==> config.mk <==
export PLATFORM = sky130hd
export DESIGN_NAME = tps_pipe
export DESIGN_NICKNAME = d
export VERILOG_FILES = /design/src/sv/tps_pkg.sv /design/src/sv/tps_pipe.sv
export SDC_FILE = /design/constraint.sdc
export NUM_CORES = 2
export LEC_CHECK = 0
export BUFFER_PORTS_ARGS = -buffer_cell sky130_fd_sc_hd__buf_2
export CORE_ASPECT_RATIO = 1.4
export CORE_MARGIN = 10
export CORE_UTILIZATION = 45
export DETAILED_ROUTE_END_ITERATION = 8
export PLACE_DENSITY = 0.64
export SLEW_MARGIN = 25
export SYNTH_ARGS = -nofsm -noshare
export SYNTH_HDL_FRONTEND = slang
export SYNTH_SLANG_ARGS = --single-unit
==> constraint.sdc <==
create_clock -name clock -period 10.6 [get_ports clock]
set_clock_uncertainty 0.15 [all_clocks]
set_input_delay 1.06 -clock clock [delete_from_list [all_inputs] [get_ports clock]]
set_output_delay 1.06 -clock clock [all_outputs]
set_load 0.005 [all_outputs]
==> src/sv/tps_pkg.sv <==
package tps_pkg;

   localparam int WORD_WIDTH_DEF = 32;
   localparam int FRAC_BITS_DEF  = 16;
   localparam int CSR_INDEX_BITS = 2;

   typedef enum logic [CSR_INDEX_BITS-1:0] {
      CSR_MAX_VELOCITY     = 2'd0,
      CSR_MAX_ACCELERATION = 2'd1,
      CSR_TOTAL_DISTANCE   = 2'd2,
      CSR_UNUSED           = 2'd3
   } csr_index_type;

   typedef enum logic [1:0] {
      PH_ACCEL  = 2'd0,
      PH_COAST  = 2'd1,
      PH_DECEL  = 2'd2,
      PH_DONE   = 2'd3
   } phase_type;

endpackage

==> src/sv/tps_pipe.sv <==
module tps_pipe #(
   parameter int WORD_WIDTH = 32,
   parameter int FRAC_BITS  = 16
) (
   input  logic                  clock,
   input  logic                  reset,
   input  logic                  timing_ok,
   input  logic [WORD_WIDTH-1:0] ta,
   input  logic [WORD_WIDTH-1:0] t2,
   input  logic [WORD_WIDTH-1:0] tt,
   input  logic [WORD_WIDTH-1:0] vmax,
   input  logic [WORD_WIDTH-1:0] amax,
   input  logic                  in_valid,
   output logic                  in_ready,
   input  logic [WORD_WIDTH-1:0] in_time,
   output logic                  out_valid,
   input  logic                  out_ready,
   output logic [WORD_WIDTH-1:0] out_vel,
   output logic [WORD_WIDTH:0]   out_acc,
   output logic [1:0]            out_phase
);
   import tps_pkg::*;

   localparam int PW = 2 * WORD_WIDTH;

   logic                  advance;
   logic                  s1_valid_ff, s2_valid_ff, s3_valid_ff;
   phase_type             s1_phase_ff, s2_phase_ff, s3_phase_ff;
   phase_type             s1_phase_in;
   logic [WORD_WIDTH-1:0] s1_op_ff;
   logic [WORD_WIDTH-1:0] s1_op_in;
   logic [PW-1:0]         s2_prod_ff;
   logic [PW-1:0]         prod_sh;
   logic [WORD_WIDTH-1:0] vel_in;
   logic [WORD_WIDTH:0]   acc_in;
   logic [WORD_WIDTH-1:0] s3_vel_ff;
   logic [WORD_WIDTH:0]   s3_acc_ff;

   assign advance  = !s3_valid_ff || out_ready;
   assign in_ready = advance && timing_ok;

   always_comb begin
      s1_op_in = in_time;
      if (in_time < ta) begin
         s1_phase_in = PH_ACCEL;
      end else if (in_time < t2) begin
         s1_phase_in = PH_COAST;
      end else if (in_time < tt) begin
         s1_phase_in = PH_DECEL;
         s1_op_in    = tt - in_time;
      end else begin
         s1_phase_in = PH_DONE;
      end
   end

   assign prod_sh = s2_prod_ff >> FRAC_BITS;

   always_comb begin
      case (s2_phase_ff)
         PH_ACCEL: begin
            acc_in = {1'b0, amax};
            vel_in = (prod_sh[PW-1:WORD_WIDTH] != '0) ? {WORD_WIDTH{1'b1}} :
                     prod_sh[WORD_WIDTH-1:0];
         end
         PH_COAST: begin
            acc_in = '0;
            vel_in = vmax;
         end
         PH_DECEL: begin
            acc_in = '0 - {1'b0, amax};
            vel_in = (prod_sh[PW-1:WORD_WIDTH] != '0) ? {WORD_WIDTH{1'b1}} :
                     prod_sh[WORD_WIDTH-1:0];
         end
         default: begin
            acc_in = '0;
            vel_in = '0;
         end
      endcase
   end

   always_ff @(posedge clock) begin
      if (reset) begin
         s1_valid_ff <= 1'b0;
         s2_valid_ff <= 1'b0;
         s3_valid_ff <= 1'b0;
      end else if (advance) begin
         s1_valid_ff <= in_valid && timing_ok;
         s2_valid_ff <= s1_valid_ff;
         s3_valid_ff <= s2_valid_ff;
      end
   end

   always_ff @(posedge clock) begin
      if (advance) begin
         s1_phase_ff <= s1_phase_in;
         s1_op_ff    <= s1_op_in;
         s2_phase_ff <= s1_phase_ff;
         s2_prod_ff  <= PW'(s1_op_ff) * PW'(amax);
         s3_phase_ff <= s2_phase_ff;
         s3_vel_ff   <= vel_in;
         s3_acc_ff   <= acc_in;
      end
   end

   assign out_valid = s3_valid_ff;
   assign out_vel   = s3_vel_ff;
   assign out_acc   = s3_acc_ff;
   assign out_phase = s3_phase_ff;
endmodule

==> impl_metrics.csv <==
group,metric,value,unit
status,status,"complete, no violations",
yosys,yosysTopAreaCell,"fa_1",
clocking,tritoncts,"done",
yosys,synth-compound-area-share,5.83,%
floorplan,coreArea,94200,sq um
placement,gp_congestion,0.900,
worst_hold_path,hold_class,"reg -> reg",
sta,finalCritPeriodShare,83.7,%
finish,area_growth,6.68,%
drt,dr.pass1.iters,5,
sta,grt_setup_unrepaired,"no",
critical_path,startpoint,"s1_op_ff[17]",
sta,fmax,113,MHz
clocking,cts_buffer_depth,2,
run,maxCapViolations,0,
clocking,cts-root-buf,"clkbuf_16",
sta,hold_viol,0,
sta,fin_crit,8.88,ns
grt,grt_pass1_vias,35300,
critical_path,cp-end-kind,"register",
critical_path,cp_data_arrival_time,8.97,ns
sta,max-slew-margin-rel,24.2,%
clocking,clock_sinks,154,
clocking,post_cts_buffers,0,
yosys,synth_seq_cells,154,
critical_path,crit-reg2reg-launch,"s1_op_ff[17]",
critical_path,crit_buf_inv,5,
sta,setup_violations,0,
yosys,yosys.area_share.simple,17.1,%
drt,ant_nets,0,
grt,antenna_found_initial,6,
drt,wl,128000,um
clocking,cts-hold-fix-buffers,0,
drt,route.detailed.wl_per_inst,21.6,um
yosys,synth_area,42700,sq um
yosys,synthMuxAreaShare,0.805,%
yosys,ys_warn_count,0,
drt,drt_iter0_drc,1601,
critical_path,critPathKind,"reg -> reg",
finish,fin_nets,6120,
placement,hpwl,102000,um
sta,fin_setup_tns,0,ns
yosys,ys_types,77,
worst_hold_path,holdCritStartpoint,"s1_phase_ff[0]",
finish,fillers,9090,
yosys,synth_xor_area_share,2.23,%
finish,multiInputGateArea,33500,sq um
floorplan,num_io_pins,266,
finish,register_area,4590,sq um
clocking,htreeDepth,4,
finish,drive_gt1_share,8.13,%
yosys,ys.flop_type,"edfxtp_1",
drt,via_per_inst,5.38,
grt,track_usage,24.3,%
sta,maxSlewViolCount,0,
critical_path,critPathMaxStageDelay,1.09,ns
yosys,synthesis.nets,6043,
floorplan,die_y,385,um
floorplan,row_count,133,
clocking,clkTransAtPathRegs,0.07,ns
placement,port_buffers,265,
clocking,insertion_delay,0.52,ns
floorplan,die_w,280,um
yosys,synth_edf_count,151,
clocking,cts_made_buffers,17,
yosys,ys_async_sr_fraction,0,%
yosys,synth_area_per_cell,9.30,sq um
critical_path,cp_top_family,"adder cells",
yosys,synth_top_family_by_area,"adder cells",
critical_path,crit_path_frequent_cell,"fa_1",
placement,post-place-ws,1.45,ns
floorplan,initial_utilization,45.4,%
yosys,yosys.area_share.adder,52.4,%
sta,worstMarginPinSlew,1.14,ns
yosys,seq_area_frac_synth,10.7,%
clocking,cts-resized-gates,0,
drt,vias,31800,
floorplan,dieArea,108000,sq um
critical_path,critPathLaunchType,"register",
grt,grt_max_degree,86,
yosys,synthCells,4595,
yosys,synth_top_cell_area_share,42.0,%
grt,grt_overflow,0,
drt,drc_errors,0,
critical_path,crit_fanout,20,
critical_path,required,10.69,ns
grt,grt_pass1_wl,199000,um
yosys,synthTopCellsByArea,"fa_1, edfxtp_1, ha_1",
critical_path,crit_slowest_cell,"edfxtp_1",
sta,fin_ws,1.72,ns
## worst paths after layout
path | slack (ns) | end | cells past startpoint
worst max-delay path | 1.72 | s2_prod_ff[57] | 25
worst max register to register | 1.72 | s2_prod_ff[57] | 25
worst min-delay path | 0.27 | s2_phase_ff[0] | 0
worst min register to register | 0.27 | s2_phase_ff[0] | 0
## registers in the layout, summed over array words and instances (netlist names)
signal       cells
out_vel         32
s2_valid_ff      1
s1_op_ff        32
s2_prod_ff      48
s2_phase_ff      2
out_acc         33
s1_phase_ff      2
s1_valid_ff      1
out_valid        1
out_phase        2
## cells by family after synthesis
kind of cell | Yosys count
AO/OA/AOI/OAI | 388
XOR/XNOR | 109
adder cells (fa/ha/maj) | 1251
buffers and inverters | 1236
flip-flops | 154
multiplexers | 34
AND/OR/NAND/NOR | 1423
## worst register-to-register path, delay by kind of cell, from the launching register on
| family | cells | cell delay (ns) |
|---|---|---|
| buffers and inverters | 5 | 0.61 |
| AND/OR/NAND/NOR | 1 | 0.18 |
| AO/OA/AOI/OAI | 10 | 2.33 |
| flip-flops | 1 | 1.09 |
| adder cells (fa/ha/maj) | 9 | 4.25 |
## layer usage
metal | routed length (um) | share of wire (%) | global-route usage (%)
met5 | 0 | 0 | 0
met4 | 8630 | 6.8 | 15.6
met3 | 4360 | 3.4 | 2.42
met2 | 72300 | 57 | 46.4
met1 | 42300 | 33 | 24.8
## synthesized netlist by cell type (all sizes together), types with 3 or more instances
master	count
a41oi	4
and3	14
nand3	32
dfxtp	3
and4	3
edfxtp	151
a21o	63
or2	4
o21ai	105
fa	896
o21bai	14
o21a	9
a2111oi	3
a211oi	7
nand2	521
nor3b	3
or4	6
and2	629
ha	355
o2111ai	3
nor2	121
nor3	25
nand2b	10
buf	19
inv	979
a21oi	113
xor2	53
a31o	3
mux2	3
o41ai	6
clkbuf	238
xnor2	56
o211ai	6
nor2b	12
a31oi	17
nor4	7
nand4	26
mux2i	31
or3	7
o31ai	18
## layout make-up
cell class                 count  share of cell area, %
antenna                        3                 0.0165
clock buffer                  17                  0.933
clock inverter                15                  0.390
inverter                     979                   8.07
multi-input combinational   3205                   73.4
sequential                   154                   10.1
tap                         1215                   3.33
timing repair buffer         315                   3.75
## per-stage QoR
| stage | hold slack [ns] | area [sq um] | std cells | util [%] |
|---|---|---|---|---|
| 3_3_place_gp | 0.255 | 45000 | 5867 | 47.8 |
| 2_1_floorplan | 0.250 | 42700 | 4595 | - |
| 6_report | 0.274 | 45600 | 5903 | 48.4 |
| 4_1_cts | 0.274 | 45600 | 5900 | 48.4 |
| 3_5_place_dp | 0.257 | 45000 | 5868 | 47.8 |
| 5_1_grt | 0.288 | 45600 | 5903 | 48.4 |
## cells in the final DEF, fill, tap and decap left out, types with 90 or more instances in the layout
master      n
and2_1    629
inv_1     978
o21ai_0    90
edfxtp_1  151
a21oi_1   112
ha_1      355
buf_2     265
nor2_1    119
fa_1      896
nand2_1   521
Power is not shown: default switching activity piles up to over one toggle a cycle in this logic, so the estimate is an artifact.
