File: src/sv/tps_div.sv
module tps_div #(
   parameter int WORD_WIDTH = 32,
   parameter int FRAC_BITS  = 16
) (
   input  logic                  clock,
   input  logic                  reset,
   input  logic                  start,
   input  logic [WORD_WIDTH-1:0] num_a,
   input  logic [WORD_WIDTH-1:0] den,
   output logic                  done,
   output logic [WORD_WIDTH-1:0] quo
);
   localparam int NW = WORD_WIDTH + FRAC_BITS;
   localparam int CW = $clog2(NW + 1);

   logic                  busy_ff;
   logic                  done_ff;
   logic [CW-1:0]         cnt_ff;
   logic [NW-1:0]         num_ff;
   logic [WORD_WIDTH-1:0] rem_ff;
   logic [NW-1:0]         quo_ff;
   logic [WORD_WIDTH:0]   rem_sh;
   logic [WORD_WIDTH:0]   diff;
   logic                  take;

   assign rem_sh = {rem_ff, num_ff[NW-1]};
   assign take   = rem_sh >= {1'b0, den};
   assign diff   = rem_sh - {1'b0, den};

   always_ff @(posedge clock) begin
      if (reset) begin
         busy_ff <= 1'b0;
         done_ff <= 1'b0;
         cnt_ff  <= '0;
      end else begin
         done_ff <= 1'b0;
         if (start) begin
            busy_ff <= 1'b1;
            cnt_ff  <= CW'(NW);
         end else if (busy_ff) begin
            cnt_ff <= cnt_ff - 1'b1;
            if (cnt_ff == CW'(1)) begin
               busy_ff <= 1'b0;
               done_ff <= 1'b1;
            end
         end
      end
   end

   always_ff @(posedge clock) begin
      if (start) begin
         num_ff <= {num_a, {FRAC_BITS{1'b0}}};
         rem_ff <= '0;
         quo_ff <= '0;
      end else if (busy_ff) begin
         num_ff <= {num_ff[NW-2:0], 1'b0};
         rem_ff <= take ? diff[WORD_WIDTH-1:0] : rem_sh[WORD_WIDTH-1:0];
         quo_ff <= {quo_ff[NW-2:0], take};
      end
   end

   assign done = done_ff;
   assign quo  = (quo_ff[NW-1:WORD_WIDTH] != '0) ? {WORD_WIDTH{1'b1}} :
                 quo_ff[WORD_WIDTH-1:0];
endmodule

File: src/sv/tps_sqrt.sv
module tps_sqrt #(
   parameter int WORD_WIDTH = 32,
   parameter int FRAC_BITS  = 16
) (
   input  logic                  clock,
   input  logic                  reset,
   input  logic                  start,
   input  logic [WORD_WIDTH-1:0] radicand,
   output logic                  done,
   output logic [WORD_WIDTH-1:0] root
);
   localparam int NW = WORD_WIDTH + FRAC_BITS;
   localparam int RW = (NW + 1) / 2;
   localparam int XW = 2 * RW;
   localparam int QW = RW + 2;
   localparam int EW = (RW > WORD_WIDTH) ? RW : WORD_WIDTH;
   localparam int CW = $clog2(RW + 1);

   logic            busy_ff;
   logic            done_ff;
   logic [CW-1:0]   cnt_ff;
   logic [XW-1:0]   x_ff;
   logic [QW-1:0]   rem_ff;
   logic [RW-1:0]   root_ff;
   logic [QW-1:0]   rem_sh;
   logic [QW-1:0]   trial;
   logic            take;
   logic [EW-1:0]   root_ext;

   assign rem_sh = {rem_ff[QW-3:0], x_ff[XW-1:XW-2]};
   assign trial  = {root_ff, 2'b01};
   assign take   = rem_sh >= trial;

   always_ff @(posedge clock) begin
      if (reset) begin
         busy_ff <= 1'b0;
         done_ff <= 1'b0;
         cnt_ff  <= '0;
      end else begin
         done_ff <= 1'b0;
         if (start) begin
            busy_ff <= 1'b1;
            cnt_ff  <= CW'(RW);
         end else if (busy_ff) begin
            cnt_ff <= cnt_ff - 1'b1;
            if (cnt_ff == CW'(1)) begin
               busy_ff <= 1'b0;
               done_ff <= 1'b1;
            end
         end
      end
   end

   always_ff @(posedge clock) begin
      if (start) begin
         x_ff    <= XW'({radicand, {FRAC_BITS{1'b0}}});
         rem_ff  <= '0;
         root_ff <= '0;
      end else if (busy_ff) begin
         x_ff    <= {x_ff[XW-3:0], 2'b00};
         rem_ff  <= take ? (rem_sh - trial) : rem_sh;
         root_ff <= {root_ff[RW-2:0], take};
      end
   end

   assign root_ext = EW'(root_ff);
   assign done     = done_ff;
   assign root     = (root_ext > EW'({WORD_WIDTH{1'b1}})) ? {WORD_WIDTH{1'b1}} :
                     root_ext[WORD_WIDTH-1:0];
endmodule

File: src/sv/tps_timing.sv
module tps_timing #(
   parameter int WORD_WIDTH = 32,
   parameter int FRAC_BITS  = 16
) (
   input  logic                  clock,
   input  logic                  reset,
   input  logic                  cfg_write,
   input  logic [WORD_WIDTH-1:0] vmax,
   input  logic [WORD_WIDTH-1:0] amax,
   input  logic [WORD_WIDTH-1:0] distance,
   output logic                  timing_ok,
   output logic [WORD_WIDTH-1:0] ta,
   output logic [WORD_WIDTH-1:0] t2,
   output logic [WORD_WIDTH-1:0] tt
);
   typedef enum logic [2:0] {
      S_IDLE, S_DIV_TA, S_MUL, S_CMP, S_DIV_Q, S_SQRT, S_DIV_TC, S_SUM
   } state_type;

   localparam int PW = 2 * WORD_WIDTH;

   state_type             state_ff;
   logic                  dirty_ff;
   logic                  second_ff;
   logic                  div_start_ff;
   logic                  sqrt_start_ff;
   logic [WORD_WIDTH-1:0] div_a_ff;
   logic [WORD_WIDTH-1:0] div_b_ff;
   logic [WORD_WIDTH-1:0] ta_ff;
   logic [WORD_WIDTH-1:0] tc_ff;
   logic [WORD_WIDTH-1:0] t2_ff;
   logic [WORD_WIDTH-1:0] tt_ff;
   logic [PW-1:0]         prod_ff;
   logic [PW-1:0]         prod_sh;
   logic [WORD_WIDTH-1:0] ramp2;
   logic [WORD_WIDTH:0]   sum;
   logic [WORD_WIDTH-1:0] sum_sat;
   logic                  div_done;
   logic                  sqrt_done;
   logic [WORD_WIDTH-1:0] div_quo;
   logic [WORD_WIDTH-1:0] sqrt_root;

   tps_div #(.WORD_WIDTH(WORD_WIDTH), .FRAC_BITS(FRAC_BITS)) u_div (
      .clock (clock),
      .reset (reset),
      .start (div_start_ff),
      .num_a (div_a_ff),
      .den   (div_b_ff),
      .done  (div_done),
      .quo   (div_quo)
   );

   tps_sqrt #(.WORD_WIDTH(WORD_WIDTH), .FRAC_BITS(FRAC_BITS)) u_sqrt (
      .clock    (clock),
      .reset    (reset),
      .start    (sqrt_start_ff),
      .radicand (div_quo),
      .done     (sqrt_done),
      .root     (sqrt_root)
   );

   assign prod_sh = prod_ff >> FRAC_BITS;
   assign ramp2   = (prod_sh[PW-1:WORD_WIDTH] != '0) ? {WORD_WIDTH{1'b1}} :
                    prod_sh[WORD_WIDTH-1:0];
   assign sum     = second_ff ? ({1'b0, t2_ff} + {1'b0, ta_ff}) :
                                ({1'b0, ta_ff} + {1'b0, tc_ff});
   assign sum_sat = sum[WORD_WIDTH] ? {WORD_WIDTH{1'b1}} : sum[WORD_WIDTH-1:0];

   always_ff @(posedge clock) begin
      if (reset) begin
         state_ff      <= S_IDLE;
         dirty_ff      <= 1'b1;
         second_ff     <= 1'b0;
         div_start_ff  <= 1'b0;
         sqrt_start_ff <= 1'b0;
      end else begin
         div_start_ff  <= 1'b0;
         sqrt_start_ff <= 1'b0;
         if (cfg_write) begin
            dirty_ff <= 1'b1;
         end
         case (state_ff)
            S_IDLE: begin
               if (dirty_ff && !cfg_write) begin
                  dirty_ff     <= 1'b0;
                  div_a_ff     <= vmax;
                  div_b_ff     <= amax;
                  div_start_ff <= 1'b1;
                  state_ff     <= S_DIV_TA;
               end
            end
            S_DIV_TA: begin
               if (div_done) begin
                  ta_ff    <= div_quo;
                  state_ff <= S_MUL;
               end
            end
            S_MUL: begin
               prod_ff  <= PW'(ta_ff) * PW'(vmax);
               state_ff <= S_CMP;
            end
            S_CMP: begin
               div_start_ff <= 1'b1;
               if (distance < ramp2) begin
                  div_a_ff <= distance;
                  div_b_ff <= amax;
                  state_ff <= S_DIV_Q;
               end else begin
                  div_a_ff <= distance - ramp2;
                  div_b_ff <= vmax;
                  state_ff <= S_DIV_TC;
               end
            end
            S_DIV_Q: begin
               if (div_done) begin
                  sqrt_start_ff <= 1'b1;
                  state_ff      <= S_SQRT;
               end
            end
            S_SQRT: begin
               if (sqrt_done) begin
                  ta_ff     <= sqrt_root;
                  tc_ff     <= '0;
                  second_ff <= 1'b0;
                  state_ff  <= S_SUM;
               end
            end
            S_DIV_TC: begin
               if (div_done) begin
                  tc_ff     <= div_quo;
                  second_ff <= 1'b0;
                  state_ff  <= S_SUM;
               end
            end
            S_SUM: begin
               if (!second_ff) begin
                  t2_ff     <= sum_sat;
                  second_ff <= 1'b1;
               end else begin
                  tt_ff     <= sum_sat;
                  second_ff <= 1'b0;
                  state_ff  <= S_IDLE;
               end
            end
            default: state_ff <= S_IDLE;
         endcase
      end
   end

   assign timing_ok = (state_ff == S_IDLE) && !dirty_ff && !cfg_write;
   assign ta = ta_ff;
   assign t2 = t2_ff;
   assign tt = tt_ff;
endmodule

File: config.mk
export PLATFORM = sky130hd
export DESIGN_NAME = tps_timing
export DESIGN_NICKNAME = d
export VERILOG_FILES = /design/src/sv/tps_div.sv /design/src/sv/tps_sqrt.sv /design/src/sv/tps_timing.sv
export SDC_FILE = /design/constraint.sdc
export NUM_CORES = 2
export LEC_CHECK = 0
export BUFFER_PORTS_ARGS = -buffer_cell sky130_fd_sc_hd__buf_2
export CAP_MARGIN = 20
export CORE_MARGIN = 8
export CORE_UTILIZATION = 35
export CTS_CLUSTER_DIAMETER = 80
export DETAILED_ROUTE_END_ITERATION = 8
export MAX_ROUTING_LAYER = met4
export PLACE_DENSITY = 0.59
export SYNTH_ARGS = -nofsm -noshare
export SYNTH_HDL_FRONTEND = slang
export SYNTH_SLANG_ARGS = --single-unit
File: constraint.sdc
create_clock -name clock -period 20 [get_ports clock]
set_input_delay 2 -clock clock [delete_from_list [all_inputs] [get_ports clock]]
set_output_delay 2 -clock clock [all_outputs]
set_load 0.05 [all_outputs]
==> key figures <==
STA
  • Final Max Slew Viols: 0
  • Final Worst Setup Slack: 10.36 ns
  • F_max: slightly above 0.1 GHz
  • Post-route minimum period: between 9 and 10 ns
  • Final Skew: between 0.04 and 0.05 ns
  • Fin crit share: 0.482
  • Unrepaired setup endpoints after global routing: false
  • Final hold vios: 0
  • # setup viols final: 0
  • Final setup TNS: 0 ns
  • Slew margin rel.: 0.226
  • Tightest Pin Transition: between 1 and 1.5 ns

Synthesis
  • Ys Warns: 0
  • Post-synthesis register bit count: 454
  • Fraction of the yosys area taken by sequential cells: 0.212
  • Syn_area_per_cell: 9.57 um^2
  • Cells after Synth: between 5k and 6k
  • Number of library cell types mapped by synthesis: 87
  • Top FF cell, synth: edfxtp_1
  • Async SR Flop Fraction: 0
  • Synth top area share: 0.314
  • Number of flops mapped to enable cells by yosys: 304
  • Mapped cell area: 57300 um^2
  • Count leader, synth: inv_1
  • Mapped Nets: 7368
  • Synth top cells by count: 996 x inv_1, 898 x fa_1, 603 x nand2_1, 578 x and2_1, 429 x nor2_1
  • Area contributors post-synth: fa_1 31%, edfxtp_1 16%, ha_1 8.4%, inv_1 6.5%, and2_1 6.3%
  • Post-synth top area cell: fa_1

Critical path
  • Depth of the most critical reg-to-reg path: 21
  • CP required: a little over 20 ns
  • R2r endpoint: prod_ff[49]
  • R2r setup slk: approximately 11 ns
  • Max incr delay on CP: about 0.93 ns
  • CP Capture Type: flip-flop
  • Startpoint types: input port
  • Crit path max fanout: 34
  • R2R Path Start: ta[8]
  • WS Path Type: in -> reg
  • CP max-delay cell: o41ai_1
  • Most frequent CP cell: fa_1
  • Crit path cell chain: buf_2, and2_1, fa_1, fa_1, inv_1, fa_1, fa_1, fa_1, inv_1, fa_1, fa_1, fa_1, ha_1, o211a_1, o41ai_1, or3b_2, o21a_1, a21oi_1, o21ai_0, o21ai_0, xnor2_1
  • Crit path arrival time: 10.03 ns

Floorplan
  • DIE AREA: roughly 180000 um^2
  • IO Pins: 196
  • Core area: 163000 um^2
  • # rows: between 100 and 150
  • Die height: 420 um
  • Initial Util: 0.352
  • Chip Width: 420 um

Finish
  • Share of cells above drive strength 1: 0.0823
  • FF/Latch Area: ~12000 um^2
  • Fill cells: ~16k
  • Multi-input combinational cell area: about 40000 um^2
  • Synth-to-layout area growth: 8.43%
  • Filler-free cell count of the finished design: 8220
  • Layout Nets: about 7.4k

Placed design
  • Final GP Congestion: about 0.9
  • Dpl ws: about 9.8 ns
  • Dpl hpwl: approximately 120000 um
  • Placed Cells: 8106
  • PortBufs: 195

Clock network
  • Clk buf depth: 3
  • CTS Hold Bufs: 0
  • Post-cts resize count: 0
  • CTS tree: built
  • Num CTS Buffers: 54
  • Htree depth: 2
  • Root Driver: clkbuf_16
  • Setup bufs post-CTS: 0
  • Clk sink count: 454
  • Clk pin slew, worst setup/hold paths: 0.06 ns
  • Clock Latency Late Sink: around 0.64 ns

Hold path
  • Hold Path End: u_sqrt.rem_ff[23]
  • Hold Startpoint: u_sqrt.rem_ff[23]
  • Worst Hold Depth: 2
  • Hold Crit Class: reg -> reg

Route
  • WL final: 169000 um
  • Initial drt markers: between 2k and 3k
  • Final ANT Viol Nets: 0
  • Vias/cell: between 5 and 6
  • # DRC: 0
  • Via count: about 42k
  • First drt pass iteration count: 5
  • WL per Instance: between 20 and 25 um

Job
  • Max Cap Viol: 0

Global routing
  • Vias in the first global route: 44.0k
  • Largest net degree at the start of global routing: slightly above 90
  • First-pass GRT wire length: approximately 260000 um
  • Initial antenna violation count: 29
  • Total track usage: 0.195
  • Gr ovfl total: 0

Outcome
  • Outcome: finished, final reports clean
==> per-layer routing <==
metal,GRT usage,up-vias,part of all wire,wire [um]
li1,-,18900,-,-
met1,0.251,21200,0.43,73400
met2,0.317,1233,0.47,79600
met3,0.0314,316,0.059,10000
met4,0.0629,0,0.036,6170
met5,-,-,0,0
==> cells by family (layout without fill, tap and decap cells) <==
family                     after synthesis  after routing  synth area share
AOI/OAI and AO/OA                      704            704            0.0800
and+or+nand+nor                       1864           1864             0.158
other                                    0             15                 0
adders and majority gates             1284           1284             0.398
DFF                                    454            454             0.212
buffers and inverters                 1316           1361            0.0876
xor gates and xnor gates               150            150            0.0229
muxes                                  213            213            0.0412
==> critical path, delay by kind of cell <==
| family | cells | cell delay (ns) |
|---|---|---|
| adder cells (fa/ha/maj) | 9 | 4.43 |
| AO/OA/AOI/OAI | 6 | 1.93 |
| AND/OR/NAND/NOR | 2 | 0.77 |
| buffers and inverters | 3 | 0.75 |
| XOR/XNOR | 1 | 0.08 |
==> cells in the final DEF, fill, tap and decap left out, drive strengths merged, types with 140 or more instances in the layout <==
cell    synthesis  final
buf            26    266
a21oi         225    225
ha            386    386
edfxtp        304    304
nand2         603    603
inv           996    997
and2          578    578
fa            898    898
dfxtp         150    150
o21ai         140    140
nor2          429    429
==> worst max-delay path by stage <==
| stage | cells past startpoint | endpoint | slack, ns | start |
|---|---|---|---|---|
| final | 21 | prod_ff[49] | 10.36 | vmax[9] |
| after global routing | 24 | prod_ff[59] | 10.0 | vmax[8] |
| after CTS | 24 | prod_ff[59] | 10.44 | vmax[8] |
| after detailed placement | 24 | prod_ff[59] | 9.76 | vmax[8] |
| after global placement | 26 | prod_ff[49] | 9.88 | vmax[8] |
| after floorplan | 25 | prod_ff[42] | 11.07 | vmax[23] |
==> sequential cells by signal, indices dropped and copies added (netlist names), 3 cells and up <==
| signal | count |
|---|---|
| div_a_ff | 32 |
| div_b_ff | 32 |
| prod_ff | 48 |
| state_ff | 3 |
| t2 | 32 |
| ta | 32 |
| tc_ff | 32 |
| tt | 32 |
| u_div.cnt_ff | 6 |
| u_div.num_ff | 32 |
| u_div.quo_ff | 48 |
| u_div.rem_ff | 32 |
| u_sqrt.cnt_ff | 5 |
| u_sqrt.rem_ff | 24 |
| u_sqrt.root_ff | 24 |
| u_sqrt.x_ff | 32 |
==> per-stage QoR <==
| stage | instance area, um^2 | hold WS [ns] | utilization |
|---|---|---|---|
| finish | 62100 | 0.491 | 0.382 |
| global route | 62100 | 0.500 | 0.382 |
| CTS | 62100 | 0.490 | 0.382 |
| detailed placement | 60300 | 0.482 | 0.371 |
| global placement | 60300 | 0.478 | 0.371 |
| floorplan | 57300 | 0.461 | - |
==> final cells by class <==
class,instances,area share
multi-input combinational,4215,0.647
antenna,15,0.000605
clock buffer,71,0.0236
inverter,996,0.0602
tap,2175,0.0438
timing repair buffer,266,0.0245
clock inverter,28,0.00461
sequential,454,0.196
Power is not shown: default switching activity piles up to over one toggle a cycle in this logic, so the estimate is an artifact.
